$ cat config.mk
export PLATFORM = sky130hd
export DESIGN_NAME = tcp_syn_frame_builder_top
export DESIGN_NICKNAME = d
export VERILOG_FILES = /design/src/rtl/core/tsfb_pkg.sv /design/src/rtl/core/tcp_syn_frame_builder_top.sv /design/src/rtl/core/tsfb_front.sv /design/src/rtl/core/tsfb_queue.sv /design/src/rtl/core/tsfb_back.sv
export SDC_FILE = /design/constraint.sdc
export NUM_CORES = 1
export LEC_CHECK = 0
export ABC_CLOCK_PERIOD_IN_PS = 18450
export BUFFER_PORTS_ARGS = -buffer_cell sky130_fd_sc_hd__buf_2
export CORE_MARGIN = 8
export CORE_UTILIZATION = 30
export CTS_CLUSTER_SIZE = 40
export DETAILED_ROUTE_END_ITERATION = 12
export GPL_TIMING_DRIVEN = 0
export HOLD_SLACK_MARGIN = 0.06
export SYNTH_ARGS = -nofsm -noshare
export SYNTH_HDL_FRONTEND = slang
export SYNTH_SLANG_ARGS = --single-unit
$ cat constraint.sdc
create_clock -name clk -period 18.45 [get_ports clk]
set_input_delay 3.69 -clock clk [delete_from_list [all_inputs] [get_ports clk]]
set_output_delay 3.69 -clock clk [all_outputs]
set_load 0.1 [all_outputs]
$ cat src/rtl/core/tsfb_pkg.sv
// ----------------------------------------------------------------------------
// tsfb_pkg
// shared types and constants of the tcp syn frame builder
// ----------------------------------------------------------------------------
package tsfb_pkg;

    // frame layout
    localparam int FRAME_WORDS = 37;
    localparam logic [5:0] LAST_INDEX = 6'd36;

    // register map, index = paddr[5:3]
    localparam logic [2:0] REG_SOURCE_MAC  = 3'd0;
    localparam logic [2:0] REG_DEST_MAC    = 3'd1;
    localparam logic [2:0] REG_IP_SRC_ADDR = 3'd2;
    localparam logic [2:0] REG_DEST_IP     = 3'd3;
    localparam logic [2:0] REG_SOURCE_PORT = 3'd4;
    localparam logic [2:0] REG_DEST_PORT   = 3'd5;
    localparam logic [2:0] REG_WINDOW_SIZE = 3'd6;
    localparam logic [2:0] REG_MAX_SEGMENT = 3'd7;

    // register reset values
    localparam logic [15:0] RST_SOURCE_PORT = 16'd54321;
    localparam logic [15:0] RST_DEST_PORT   = 16'd80;
    localparam logic [15:0] RST_WINDOW_SIZE = 16'd5480;
    localparam logic [15:0] RST_MAX_SEGMENT = 16'd1460;

    // fixed header words
    localparam logic [15:0] ETHERTYPE_IPV4 = 16'h0800;
    localparam logic [15:0] IP_VER_IHL_TOS = 16'h4500;
    localparam logic [15:0] IP_TOTAL_LEN   = 16'd60;
    localparam logic [15:0] IP_IDENT       = 16'd1;
    localparam logic [15:0] IP_FLAGS_DF    = 16'h4000;
    localparam logic [15:0] IP_TTL_PROTO   = 16'h4006;
    localparam logic [15:0] PROTO_TCP      = 16'd6;
    localparam logic [15:0] TCP_LEN        = 16'd40;
    localparam logic [15:0] TCP_OFF_FLAGS  = 16'hA002;
    localparam logic [15:0] OPT_MSS_HDR    = 16'h0204;
    localparam logic [15:0] OPT_SACK_OK    = 16'h0402;
    localparam logic [15:0] OPT_TS_HDR     = 16'h080A;
    localparam logic [15:0] TS_VALUE_HI    = 16'h047C;
    localparam logic [15:0] TS_VALUE_LO    = 16'hCFF8;
    localparam logic [15:0] OPT_NOP_WS     = 16'h0103;
    localparam logic [15:0] OPT_WS_SHIFT   = 16'h0305;

    // constant parts of both checksums
    localparam logic [19:0] IP_CONST_SUM = 20'(IP_VER_IHL_TOS) + 20'(IP_TOTAL_LEN)
        + 20'(IP_IDENT) + 20'(IP_FLAGS_DF) + 20'(IP_TTL_PROTO);
    localparam logic [19:0] TCP_CONST_SUM = 20'(PROTO_TCP) + 20'(TCP_LEN)
        + 20'(TCP_OFF_FLAGS) + 20'(OPT_MSS_HDR) + 20'(OPT_SACK_OK) + 20'(OPT_TS_HDR)
        + 20'(TS_VALUE_HI) + 20'(TS_VALUE_LO) + 20'(OPT_NOP_WS) + 20'(OPT_WS_SHIFT);

    typedef struct packed {
        logic [47:0] source_mac;
        logic [47:0] dest_mac;
        logic [31:0] ip_src_addr;
        logic [31:0] dest_ip;
        logic [15:0] source_port;
        logic [15:0] dest_port;
        logic [15:0] window_size;
        logic [15:0] max_segment;
    } cfg_t;

    // one queued request with the partial tcp sum of its seq and ack words
    typedef struct packed {
        logic [31:0] seq;
        logic [31:0] ack;
        logic [17:0] part_sum;
    } req_t;

endpackage

$ cat src/rtl/core/tcp_syn_frame_builder_top.sv
// ----------------------------------------------------------------------------
// tcp_syn_frame_builder_top
// builds one ethernet/ipv4/tcp syn frame of 37 words for each request
// ----------------------------------------------------------------------------
// path: a request passes the queue, the frame state registers and the word output
//   register before its first word shows on m_axis; one frame word per cycle while
//   m_axis_tready holds, and frames follow back to back while the queue is not empty
// reset: rst_n clears queue, serializer and output valid; config registers
//   return to their defaults (macs and ips zero, port 54321 to 80, window 5480,
//   mss 1460)
// ----------------------------------------------------------------------------
module tcp_syn_frame_builder_top
    import tsfb_pkg::*;
#(
    parameter int QUEUE_DEPTH = 2
)
(
    input  logic        clk,
    input  logic        rst_n,

    // register port, register i at byte address 8*i
    input  logic        psel,
    input  logic        penable,
    input  logic        pwrite,
    input  logic [5:0]  paddr,
    input  logic [63:0] pwdata,
    output logic [63:0] prdata,
    output logic        pready,

    // request stream
    input  logic        s_axis_tvalid,
    output logic        s_axis_tready,
    input  logic [63:0] s_axis_tdata,  // sequence_number [31:0], ack_number [63:32]

    // frame word stream
    output logic        m_axis_tvalid,
    input  logic        m_axis_tready,
    output logic [23:0] m_axis_tdata,  // frame_word [15:0], word_index [21:16], zero [23:22]
    output logic        m_axis_tlast   // last_word
);

    cfg_t     cfg_reg;
    logic     cfg_write;
    logic [2:0] reg_index;

    logic     queue_full;
    logic     push;
    req_t     push_req;
    logic     pop;
    logic     head_valid;
    req_t     head_req;

    assign pready    = 1'b1;
    assign reg_index = paddr[5:3];
    // the write lands in the access phase
    assign cfg_write = psel && penable && pwrite && pready;

    always_ff @(posedge clk or negedge rst_n)
    begin
        if (!rst_n)
        begin
            cfg_reg.source_mac  <= '0;
            cfg_reg.dest_mac    <= '0;
            cfg_reg.ip_src_addr <= '0;
            cfg_reg.dest_ip     <= '0;
            cfg_reg.source_port <= RST_SOURCE_PORT;
            cfg_reg.dest_port   <= RST_DEST_PORT;
            cfg_reg.window_size <= RST_WINDOW_SIZE;
            cfg_reg.max_segment <= RST_MAX_SEGMENT;
        end
        else if (cfg_write)
        begin
            // only the low bits up to each register's width are kept
            case (reg_index)
                REG_SOURCE_MAC:  cfg_reg.source_mac  <= pwdata[47:0];
                REG_DEST_MAC:    cfg_reg.dest_mac    <= pwdata[47:0];
                REG_IP_SRC_ADDR: cfg_reg.ip_src_addr <= pwdata[31:0];
                REG_DEST_IP:     cfg_reg.dest_ip     <= pwdata[31:0];
                REG_SOURCE_PORT: cfg_reg.source_port <= pwdata[15:0];
                REG_DEST_PORT:   cfg_reg.dest_port   <= pwdata[15:0];
                REG_WINDOW_SIZE: cfg_reg.window_size <= pwdata[15:0];
                REG_MAX_SEGMENT: cfg_reg.max_segment <= pwdata[15:0];
                default:         ;
            endcase
        end
    end

    // register readback, zero extended
    always_comb
    begin
        case (reg_index)
            REG_SOURCE_MAC:  prdata = 64'(cfg_reg.source_mac);
            REG_DEST_MAC:    prdata = 64'(cfg_reg.dest_mac);
            REG_IP_SRC_ADDR: prdata = 64'(cfg_reg.ip_src_addr);
            REG_DEST_IP:     prdata = 64'(cfg_reg.dest_ip);
            REG_SOURCE_PORT: prdata = 64'(cfg_reg.source_port);
            REG_DEST_PORT:   prdata = 64'(cfg_reg.dest_port);
            REG_WINDOW_SIZE: prdata = 64'(cfg_reg.window_size);
            REG_MAX_SEGMENT: prdata = 64'(cfg_reg.max_segment);
            default:         prdata = '0;
        endcase
    end

    // front: accepts a request and pre-adds its seq and ack words
    tsfb_front u_front (
        .s_axis_tvalid (s_axis_tvalid),
        .s_axis_tready (s_axis_tready),
        .s_axis_tdata  (s_axis_tdata),
        .queue_full    (queue_full),
        .push          (push),
        .push_req      (push_req)
    );

    // queue decouples request intake from frame output
    tsfb_queue #(
        .DEPTH (QUEUE_DEPTH)
    ) u_queue (
        .clk        (clk),
        .rst_n      (rst_n),
        .push       (push),
        .push_req   (push_req),
        .full       (queue_full),
        .pop        (pop),
        .head_valid (head_valid),
        .head_req   (head_req)
    );

    // back: completes both checksums and streams the frame words
    tsfb_back u_back (
        .clk           (clk),
        .rst_n         (rst_n),
        .cfg           (cfg_reg),
        .head_valid    (head_valid),
        .head_req      (head_req),
        .pop           (pop),
        .m_axis_tvalid (m_axis_tvalid),
        .m_axis_tready (m_axis_tready),
        .m_axis_tdata  (m_axis_tdata),
        .m_axis_tlast  (m_axis_tlast)
    );

endmodule

$ cat src/rtl/core/tsfb_front.sv
// ----------------------------------------------------------------------------
// tsfb_front
// takes requests and adds up their sequence and ack words for the tcp checksum
// ----------------------------------------------------------------------------
module tsfb_front
    import tsfb_pkg::*;
(
    input  logic        s_axis_tvalid,
    output logic        s_axis_tready,
    input  logic [63:0] s_axis_tdata,  // sequence_number [31:0], ack_number [63:32]
    input  logic        queue_full,
    output logic        push,
    output req_t        push_req
);

    logic [31:0] seq;
    logic [31:0] ack;

    assign seq = s_axis_tdata[31:0];
    assign ack = s_axis_tdata[63:32];

    assign s_axis_tready = !queue_full;
    assign push          = s_axis_tvalid && !queue_full;

    always_comb
    begin
        push_req.seq      = seq;
        push_req.ack      = ack;
        push_req.part_sum = 18'(seq[31:16]) + 18'(seq[15:0])
                          + 18'(ack[31:16]) + 18'(ack[15:0]);
    end

endmodule

$ cat src/rtl/core/tsfb_queue.sv
// ----------------------------------------------------------------------------
// tsfb_queue
// short request queue between the front and the frame serializer
// ----------------------------------------------------------------------------
module tsfb_queue
    import tsfb_pkg::*;
#(
    parameter int DEPTH = 2
)
(
    input  logic clk,
    input  logic rst_n,
    input  logic push,
    input  req_t push_req,
    output logic full,
    input  logic pop,
    output logic head_valid,
    output req_t head_req
);

    localparam int PW = (DEPTH > 1) ? $clog2(DEPTH) : 1;
    localparam int CW = $clog2(DEPTH + 1);

    req_t          entry_reg [DEPTH];
    logic [PW-1:0] wr_ptr_reg;
    logic [PW-1:0] wr_ptr_next;
    logic [PW-1:0] rd_ptr_reg;
    logic [PW-1:0] rd_ptr_next;
    logic [CW-1:0] count_reg;
    logic [CW-1:0] count_next;

    assign full       = (count_reg == CW'(DEPTH));
    assign head_valid = (count_reg != '0);
    assign head_req   = entry_reg[rd_ptr_reg];

    always_comb
    begin
        wr_ptr_next = wr_ptr_reg;
        rd_ptr_next = rd_ptr_reg;
        count_next  = count_reg;
        if (push)
        begin
            wr_ptr_next = (wr_ptr_reg == PW'(DEPTH - 1)) ? '0 : wr_ptr_reg + 1'b1;
        end
        if (pop)
        begin
            rd_ptr_next = (rd_ptr_reg == PW'(DEPTH - 1)) ? '0 : rd_ptr_reg + 1'b1;
        end
        if (push && !pop)
        begin
            count_next = count_reg + 1'b1;
        end
        else if (pop && !push)
        begin
            count_next = count_reg - 1'b1;
        end
    end

    always_ff @(posedge clk or negedge rst_n)
    begin
        if (!rst_n)
        begin
            wr_ptr_reg <= '0;
            rd_ptr_reg <= '0;
            count_reg  <= '0;
        end
        else
        begin
            wr_ptr_reg <= wr_ptr_next;
            rd_ptr_reg <= rd_ptr_next;
            count_reg  <= count_next;
        end
    end

    always_ff @(posedge clk)
    begin
        if (push)
        begin
            entry_reg[wr_ptr_reg] <= push_req;
        end
    end

endmodule

$ cat src/rtl/core/tsfb_back.sv
// ----------------------------------------------------------------------------
// tsfb_back
// finishes the checksums and sends the 37 frame words of each request
// ----------------------------------------------------------------------------
module tsfb_back
    import tsfb_pkg::*;
(
    input  logic        clk,
    input  logic        rst_n,
    input  cfg_t        cfg,
    input  logic        head_valid,
    input  req_t        head_req,
    output logic        pop,
    output logic        m_axis_tvalid,
    input  logic        m_axis_tready,
    output logic [23:0] m_axis_tdata,  // frame_word [15:0], word_index [21:16], zero [23:22]
    output logic        m_axis_tlast   // last_word
);

    // config-only sums, refreshed every cycle
    logic [19:0] ip_sum;
    logic [16:0] ip_fold1;
    logic [15:0] ip_fold2;
    logic [15:0] ip_csum_reg;
    logic [19:0] tcp_cfg_sum;
    logic [19:0] tcp_cfg_sum_reg;

    // per frame state
    logic        active_reg;
    logic        active_next;
    logic [5:0]  idx_reg;
    logic [5:0]  idx_next;
    logic [31:0] seq_reg;
    logic [31:0] ack_reg;
    logic [15:0] tcp_csum_reg;
    logic [20:0] tcp_sum;
    logic [16:0] tcp_fold1;
    logic [15:0] tcp_fold2;

    // output register
    logic        out_valid_reg;
    logic        out_valid_next;
    logic [15:0] out_word_reg;
    logic [5:0]  out_index_reg;
    logic        out_last_reg;
    logic [15:0] word;

    logic advance;
    logic emit;
    logic load;

    always_comb
    begin
        ip_sum   = IP_CONST_SUM
                 + 20'(cfg.ip_src_addr[31:16]) + 20'(cfg.ip_src_addr[15:0])
                 + 20'(cfg.dest_ip[31:16]) + 20'(cfg.dest_ip[15:0]);
        ip_fold1 = 17'(ip_sum[15:0]) + 17'(ip_sum[19:16]);
        ip_fold2 = ip_fold1[15:0] + 16'(ip_fold1[16]);

        tcp_cfg_sum = TCP_CONST_SUM
                    + 20'(cfg.ip_src_addr[31:16]) + 20'(cfg.ip_src_addr[15:0])
                    + 20'(cfg.dest_ip[31:16]) + 20'(cfg.dest_ip[15:0])
                    + 20'(cfg.source_port) + 20'(cfg.dest_port)
                    + 20'(cfg.window_size) + 20'(cfg.max_segment);

        tcp_sum   = 21'(tcp_cfg_sum_reg) + 21'(head_req.part_sum);
        tcp_fold1 = 17'(tcp_sum[15:0]) + 17'(tcp_sum[20:16]);
        tcp_fold2 = tcp_fold1[15:0] + 16'(tcp_fold1[16]);
    end

    always_ff @(posedge clk)
    begin
        ip_csum_reg     <= ~ip_fold2;
        tcp_cfg_sum_reg <= tcp_cfg_sum;
    end

    assign advance = !out_valid_reg || m_axis_tready;
    assign emit    = active_reg && advance;
    // next request loads while the last word of the current one goes out
    assign load    = head_valid && (!active_reg || (emit && idx_reg == LAST_INDEX));
    assign pop     = load;

    always_comb
    begin
        case (idx_reg)
            6'd0:    word = cfg.dest_mac[47:32];
            6'd1:    word = cfg.dest_mac[31:16];
            6'd2:    word = cfg.dest_mac[15:0];
            6'd3:    word = cfg.source_mac[47:32];
            6'd4:    word = cfg.source_mac[31:16];
            6'd5:    word = cfg.source_mac[15:0];
            6'd6:    word = ETHERTYPE_IPV4;
            6'd7:    word = IP_VER_IHL_TOS;
            6'd8:    word = IP_TOTAL_LEN;
            6'd9:    word = IP_IDENT;
            6'd10:   word = IP_FLAGS_DF;
            6'd11:   word = IP_TTL_PROTO;
            6'd12:   word = ip_csum_reg;
            6'd13:   word = cfg.ip_src_addr[31:16];
            6'd14:   word = cfg.ip_src_addr[15:0];
            6'd15:   word = cfg.dest_ip[31:16];
            6'd16:   word = cfg.dest_ip[15:0];
            6'd17:   word = cfg.source_port;
            6'd18:   word = cfg.dest_port;
            6'd19:   word = seq_reg[31:16];
            6'd20:   word = seq_reg[15:0];
            6'd21:   word = ack_reg[31:16];
            6'd22:   word = ack_reg[15:0];
            6'd23:   word = TCP_OFF_FLAGS;
            6'd24:   word = cfg.window_size;
            6'd25:   word = tcp_csum_reg;
            6'd26:   word = 16'h0000;
            6'd27:   word = OPT_MSS_HDR;
            6'd28:   word = cfg.max_segment;
            6'd29:   word = OPT_SACK_OK;
            6'd30:   word = OPT_TS_HDR;
            6'd31:   word = TS_VALUE_HI;
            6'd32:   word = TS_VALUE_LO;
            6'd33:   word = 16'h0000;
            6'd34:   word = 16'h0000;
            6'd35:   word = OPT_NOP_WS;
            6'd36:   word = OPT_WS_SHIFT;
            default: word = 16'h0000;
        endcase
    end

    always_comb
    begin
        active_next    = active_reg;
        idx_next       = idx_reg;
        out_valid_next = out_valid_reg;
        if (m_axis_tready)
        begin
            out_valid_next = 1'b0;
        end
        if (emit)
        begin
            out_valid_next = 1'b1;
            if (idx_reg == LAST_INDEX)
            begin
                active_next = 1'b0;
            end
            else
            begin
                idx_next = idx_reg + 1'b1;
            end
        end
        if (load)
        begin
            active_next = 1'b1;
            idx_next    = '0;
        end
    end

    always_ff @(posedge clk or negedge rst_n)
    begin
        if (!rst_n)
        begin
            active_reg    <= 1'b0;
            idx_reg       <= '0;
            out_valid_reg <= 1'b0;
        end
        else
        begin
            active_reg    <= active_next;
            idx_reg       <= idx_next;
            out_valid_reg <= out_valid_next;
        end
    end

    always_ff @(posedge clk)
    begin
        if (load)
        begin
            seq_reg      <= head_req.seq;
            ack_reg      <= head_req.ack;
            tcp_csum_reg <= ~tcp_fold2;
        end
        if (emit)
        begin
            out_word_reg  <= word;
            out_index_reg <= idx_reg;
            out_last_reg  <= (idx_reg == LAST_INDEX);
        end
    end

    assign m_axis_tvalid = out_valid_reg;
    assign m_axis_tdata  = {2'b00, out_index_reg, out_word_reg};
    assign m_axis_tlast  = out_last_reg;

`ifndef NO_ASSERTIONS
    // the last flag only ever sits on the final word index
    assert property (@(posedge clk) disable iff (!rst_n)
        (out_valid_reg && out_last_reg) |-> (out_index_reg == LAST_INDEX))
        else $error("tlast on a word other than the final one");

    // inside a frame the next word follows right after a taken word
    assert property (@(posedge clk) disable iff (!rst_n)
        (out_valid_reg && m_axis_tready && !out_last_reg) |=> out_valid_reg)
        else $error("gap inside a frame");

    // a new request is only taken from a non-empty queue
    assert property (@(posedge clk) disable iff (!rst_n)
        load |-> head_valid)
        else $error("pop from an empty queue");

    // a frame does not restart while words of the previous one remain
    assert property (@(posedge clk) disable iff (!rst_n)
        (load && active_reg) |-> (idx_reg == LAST_INDEX))
        else $error("request loaded in the middle of a frame");
`endif

endmodule
# Yosys cells after proc, flatten, opt, wreduce, memory -nomap -nowiden

Memories as Yosys holds them, arrays and structs flattened.
Index checks and enable logic that the tools add are counted.

Bits in registers: 375
Bits in writable memories: 164
Bits of input ports: 141
Output and inout port bits: 92
Logic and storage cells: 140
Memories kept: 1

Add/sub/neg operators: 25
Eq/ne operators: 42
Multiplexer cells: 16
Bitwise operators: 2
Reduce and logical (&&, ||, !) cells: 32

Memories:

| memory            | words | width | rd ports | clocked after Yosys merged registers in | write ports | RTL line         | source |
|---|---|---|---|---|---|---|---|
| u_queue.entry_reg | 2     | 82    | 1        | 0                                       | 1           | tsfb_queue.sv:24 | `req_t entry_reg [DEPTH];` |

Operators by type and width:

| operator                                                         | number |
|---|---|
| 16-bit one-hot mux with 34 select lines                          | 1 |
| 64-bit one-hot mux with 8 select lines                           | 1 |
| 20-bit by 16-bit adder with 20-bit output                        | 10 |
| 6-bit by 5-bit == test with 1-bit output (second input constant) | 15 |
| 6-bit by 4-bit == test with 1-bit output (second input constant) | 8 |
| 18-bit by 16-bit adder with 18-bit output                        | 2 |
| 16-bit by 1-bit adder with 16-bit output                         | 2 |
| 16-bit inverter                                                  | 2 |
| 6-bit by 3-bit == test with 1-bit output (second input constant) | 4 |
| 20-bit by 18-bit adder with 21-bit output                        | 1 |
| 2-bit AND reduction                                              | 10 |
| 17-bit by 16-bit adder with 18-bit output (first input constant) | 1 |
| 6-bit == test (second input constant)                            | 3 |
| 6-bit two-way mux                                                | 3 |
| 16-bit by 16-bit adder with 17-bit output                        | 1 |
| 16-bit by 16-bit adder with 17-bit output (first input constant) | 1 |
| 16-bit by 4-bit adder with 17-bit output                         | 1 |
| 16-bit by 5-bit adder with 17-bit output                         | 1 |
| 3-bit == test (second input constant)                            | 4 |
| 6-bit by 2-bit == test with 1-bit output (second input constant) | 2 |
| 2-bit nonzero test                                               | 5 |
| 1-bit two-way mux                                                | 9 |
| 1-bit logical AND                                                | 8 |
| 6-bit by 1-bit adder with 6-bit output (second input constant)   | 1 |
| 13 further kinds                                                 | 21 |

# Depth between registers and ports, before layout

Word-level depth: 9
Mapped depth: 39
Depth with buffers taken out: 38

# Hierarchy

Synthesis repeated with hierarchy kept, for this count alone.

Cells, all modules: 2680
Area total of the unflattened synthesis: 32787.7 µm²

By module, submodules not included:

| module                    | times used | cells each | area each (µm²) | seq. area each (µm²) |
|---|---|---|---|---|
| tsfb_back                 | 1          | 1423       | 13933.4         | 4013.8 |
| tcp_syn_frame_builder_top | 1          | 695        | 10141.0         | 5631.7 |
| tsfb_queue                | 1          | 271        | 6456.2          | 5024.8 |
| tsfb_front                | 1          | 291        | 2257.2          | 0.0 |

# Least setup slack after synthesis

Ideal clock, no wire load.

Path type: input -> output
Start: input paddr[4]
End: output prdata[15]
Arrival: 6.876 ns
Data required time: 14.760 ns
Slack: 7.884 ns
Cell stages on the path: 8
Buffers on the path: 3
Path through: clkbuf_1 -> inv_1 -> clkbuf_1 -> clkbuf_1 -> nand2_1 -> a22oi_1 -> o22ai_1 -> o21ai_0

Word-level cells in the longest chain between the ends: 2
Elaborated cells between the ends (all ways): 9
Those cells by class: eq/ne (7); mux (1); reduce/logical (1)

Ends and longest elaborated chain:

| item                                       | RTL line                        | source |
|---|---|---|
| from (decl)                                | tcp_syn_frame_builder_top.sv:25 | `input logic [5:0] paddr,` |
| 3-bit == test (tied with other cells)      | tcp_syn_frame_builder_top.sv:91 | `case (reg_index)` |
| 64-bit one-hot mux with 8 select lines (*) | tcp_syn_frame_builder_top.sv:91 |  |
| to (decl)                                  | tcp_syn_frame_builder_top.sv:27 | `output logic [63:0] prdata,` |

Mark *: on every way between the ends. The rest lies on a longest branch, timed or not. The select of a mux whose other input is x is not followed.

# Worst setup path in the final report

Start: input paddr[3]
End: output prdata[44]

The elaborated chain is that of the path after synthesis.

==> flow_summary.yaml <==
setup_path:
  slowest_stage: "buf_1"
  cp-start-kind: "input port"
  cp_max_fo: 10
  crit_path_frequent_cell: "buf_1"
  arrival_ps: 7850
  critPathKind: "input port to output pin"
  worstSetupEndpointType: "output pin"
  worstPathRequired_ps: 14760
  critPathMaxStageDelay_ps: 930
  cp_cell_sequence: "buf_2 -> buf_1 -> buf_1 -> buf_1 -> mux2i_1 -> nor2_1 -> buf_2"
  r2r.worst_path.cells: 36
synthesis:
  synth_ff_type: "edfxtp_1"
  synth.cell_area_mm2: 0.0321
  synth_top_family_by_area: "adder cells"
  ys_seq_area_share_pct: 45.7
  yosys.area_share.simple_pct: 8.46
  synthCells: 2765
  async_reset_ff_share_pct: 43.8
  synth-seq-cells: 539
  yosysWarnings: 0
  synth_xor_area_share_pct: 4.06
  ys_top_cells_by_area: "edfxtp_1, dfrtp_1, fa_1, mux2_2, ha_1"
  synth_edf_count: 267
  synthAdderAreaFrac_pct: 13.6
  synth_compound_area_share_pct: 11.2
  synthDistinctLibCells: 99
  postSynthAreaPerCell_um2: 11.6
  synth_top_cell_area_share_pct: 25.0
  muxShareOfSynthArea_pct: 11.6
  synth.largest_area_cell: "edfxtp_1"
clock_tree:
  post_cts_resized: 0
  cts_root_buf: "clkbuf_16"
  clk_latency_ps: 660
  post_cts_buffers: 0
  cts-hold-fix-buffers: 0
  cts_sinks: 539
  numCtsBuffers: 59
  clk_pin_slew_ps: 60
  htree_levels: 2
  clockBufferDepth: 3
  cts_tree: "built"
place:
  numPortBuffers: 193
  place_congestion: 1.06
  dp_hpwl_um: 99000
drt:
  drtPass1Iterations: 6
  post_drt_wl_per_cell_um: 27.7
  wirelength_um: 125000
  first_iter_violations: 2747
  drc: 0
  via_count: 24226
  vias_per_cell: 5.37
  postRouteAntennaNets: 0
run_status:
  status: "finished, final reports clean"
global_route:
  grt_max_degree: 112
  antenna_found_initial: 20
  grt_use_total_pct: 20.7
  grt_overflow_total: 0
  grt_pass1_wl_um: 176000
  grt_pass1_vias: 24112
floorplan:
  initial_core_util_pct: 30.1
  core.rowCount: 120
  ioPinCount: 233
  die_w_um: 343
  core_mm2: 0.107
  die_area_mm2: 0.118
  fp.dieH_um: 343
timing:
  finalMaxSlewViolations: 0
  finalClockSkew_ps: 35.7
  setup_viol: 0
  slew_headroom_pct: 6.94
  clock.fmax_ghz: 0.0866
  hold_viol: 0
  grt_setup_unrepaired: "false"
  period_share_pct: 62.6
  fin_crit_ps: 11540
  fin_tns_setup_ps: 0
  worst_pin_slew_ps: 1390
hold_path:
  hold_class: "register to register"
  hold_path_depth: 0
finish:
  syn_to_final_growth_pct: 16.1
  num-nets-final: 3450
  largest_register_ff_count: 224
  final_common_cell: "inv_1"
  layout-drive-gt1-share_pct: 21.3
  final_cell_mix: "inv_1, edfxtp_1, mux2_2, dfrtp_1, buf_2"
flow_run:
  drv_cap: 0
[per-stage QoR]
step                area [µm²]  util (%)  setup WS [ps]  std cells  hold slack, ps
detailed placement       35200      33.0           7260       4391             428
global route             37200      34.9           6910       4504             457
floorplan                32100         -           7880       2782             423
CTS                      37200      34.9           7240       4501             442
global placement         34900      32.7           6580       4378             435
finish                   37200      34.9           6910       4508             443
[area by class of cell]
class | instances | area, µm²
Tap cell | 1403 | 1760
Inverter | 297 | 1110
Timing Repair Buffer | 206 | 1210
Fill cell | 10745 | 69400
Clock inverter | 24 | 313
Clock buffer | 86 | 1730
Antenna cell | 7 | 17.5
Buffer | 128 | 572
Multi-Input combinational cell | 1818 | 15800
Sequential cell | 539 | 14700
[path summary, 6_finish.rpt]
| kind | start | endpoint | slack [ps] |
|---|---|---|---|
| setup reg to reg | cfg_reg[114]$_DFFE_PN0P_ | u_back.ip_csum_reg[13]$_DFF_P_ | 9290 |
| min in group asynchronous | rst_n | cfg_reg[197]$_DFFE_PN0P_ | 2900 |
| hold reg to reg | u_back.idx_reg[3]$_DFFE_PN0P_ | u_back.out_index_reg[3]$_DFFE_PP_ | 440 |
| hold / removal | u_back.idx_reg[3]$_DFFE_PN0P_ | u_back.out_index_reg[3]$_DFFE_PP_ | 440 |
| max in group asynchronous | rst_n | cfg_reg[174]$_DFFE_PN0P_ | 14580 |
| setup / recovery | paddr[3] | prdata[44] | 6910 |
[cell families after synthesis]
logic type,after synthesis
XOR/XNOR,147
flip-flops,539
buffers and inverters,425
AO/OA/AOI/OAI,520
AND/OR/NAND/NOR,559
multiplexers,313
adder cells (fa/ha/maj),260
other,2
[routing by layer]
layer / GRT usage, % / vias up / share of wire [%]
met5: 0 / - / 0.048
met4: 9.28 / 8 / 5.3
met3: 6.93 / 300 / 11
met2: 31.1 / 1344 / 43
met1: 27.0 / 12186 / 40
li1: - / 10388 / -
[cell usage after synthesis, types with 23 or more instances]
cell type	n
a21oi_1	86
a221oi_1	38
a22oi_1	82
and3_1	27
clkbuf_1	94
dfrtp_1	215
dfxtp_1	36
edfxtp_1	267
fa_1	149
ha_1	111
inv_1	297
mux2_2	242
mux2i_1	48
mux4_2	23
nand2_1	158
nand3_1	42
nand4_1	31
nor2_1	151
nor2b_1	36
nor3_1	29
o21ai_0	129
xnor2_1	91
xor2_1	54
[critical path, delay by kind of cell]
kind / cells / cell delay, ps
simple gates: 1 / 590
mux: 1 / 200
buf+inv: 5 / 3320
Power is not shown: default switching activity piles up to over one toggle a cycle in this logic, so the estimate is an artifact.
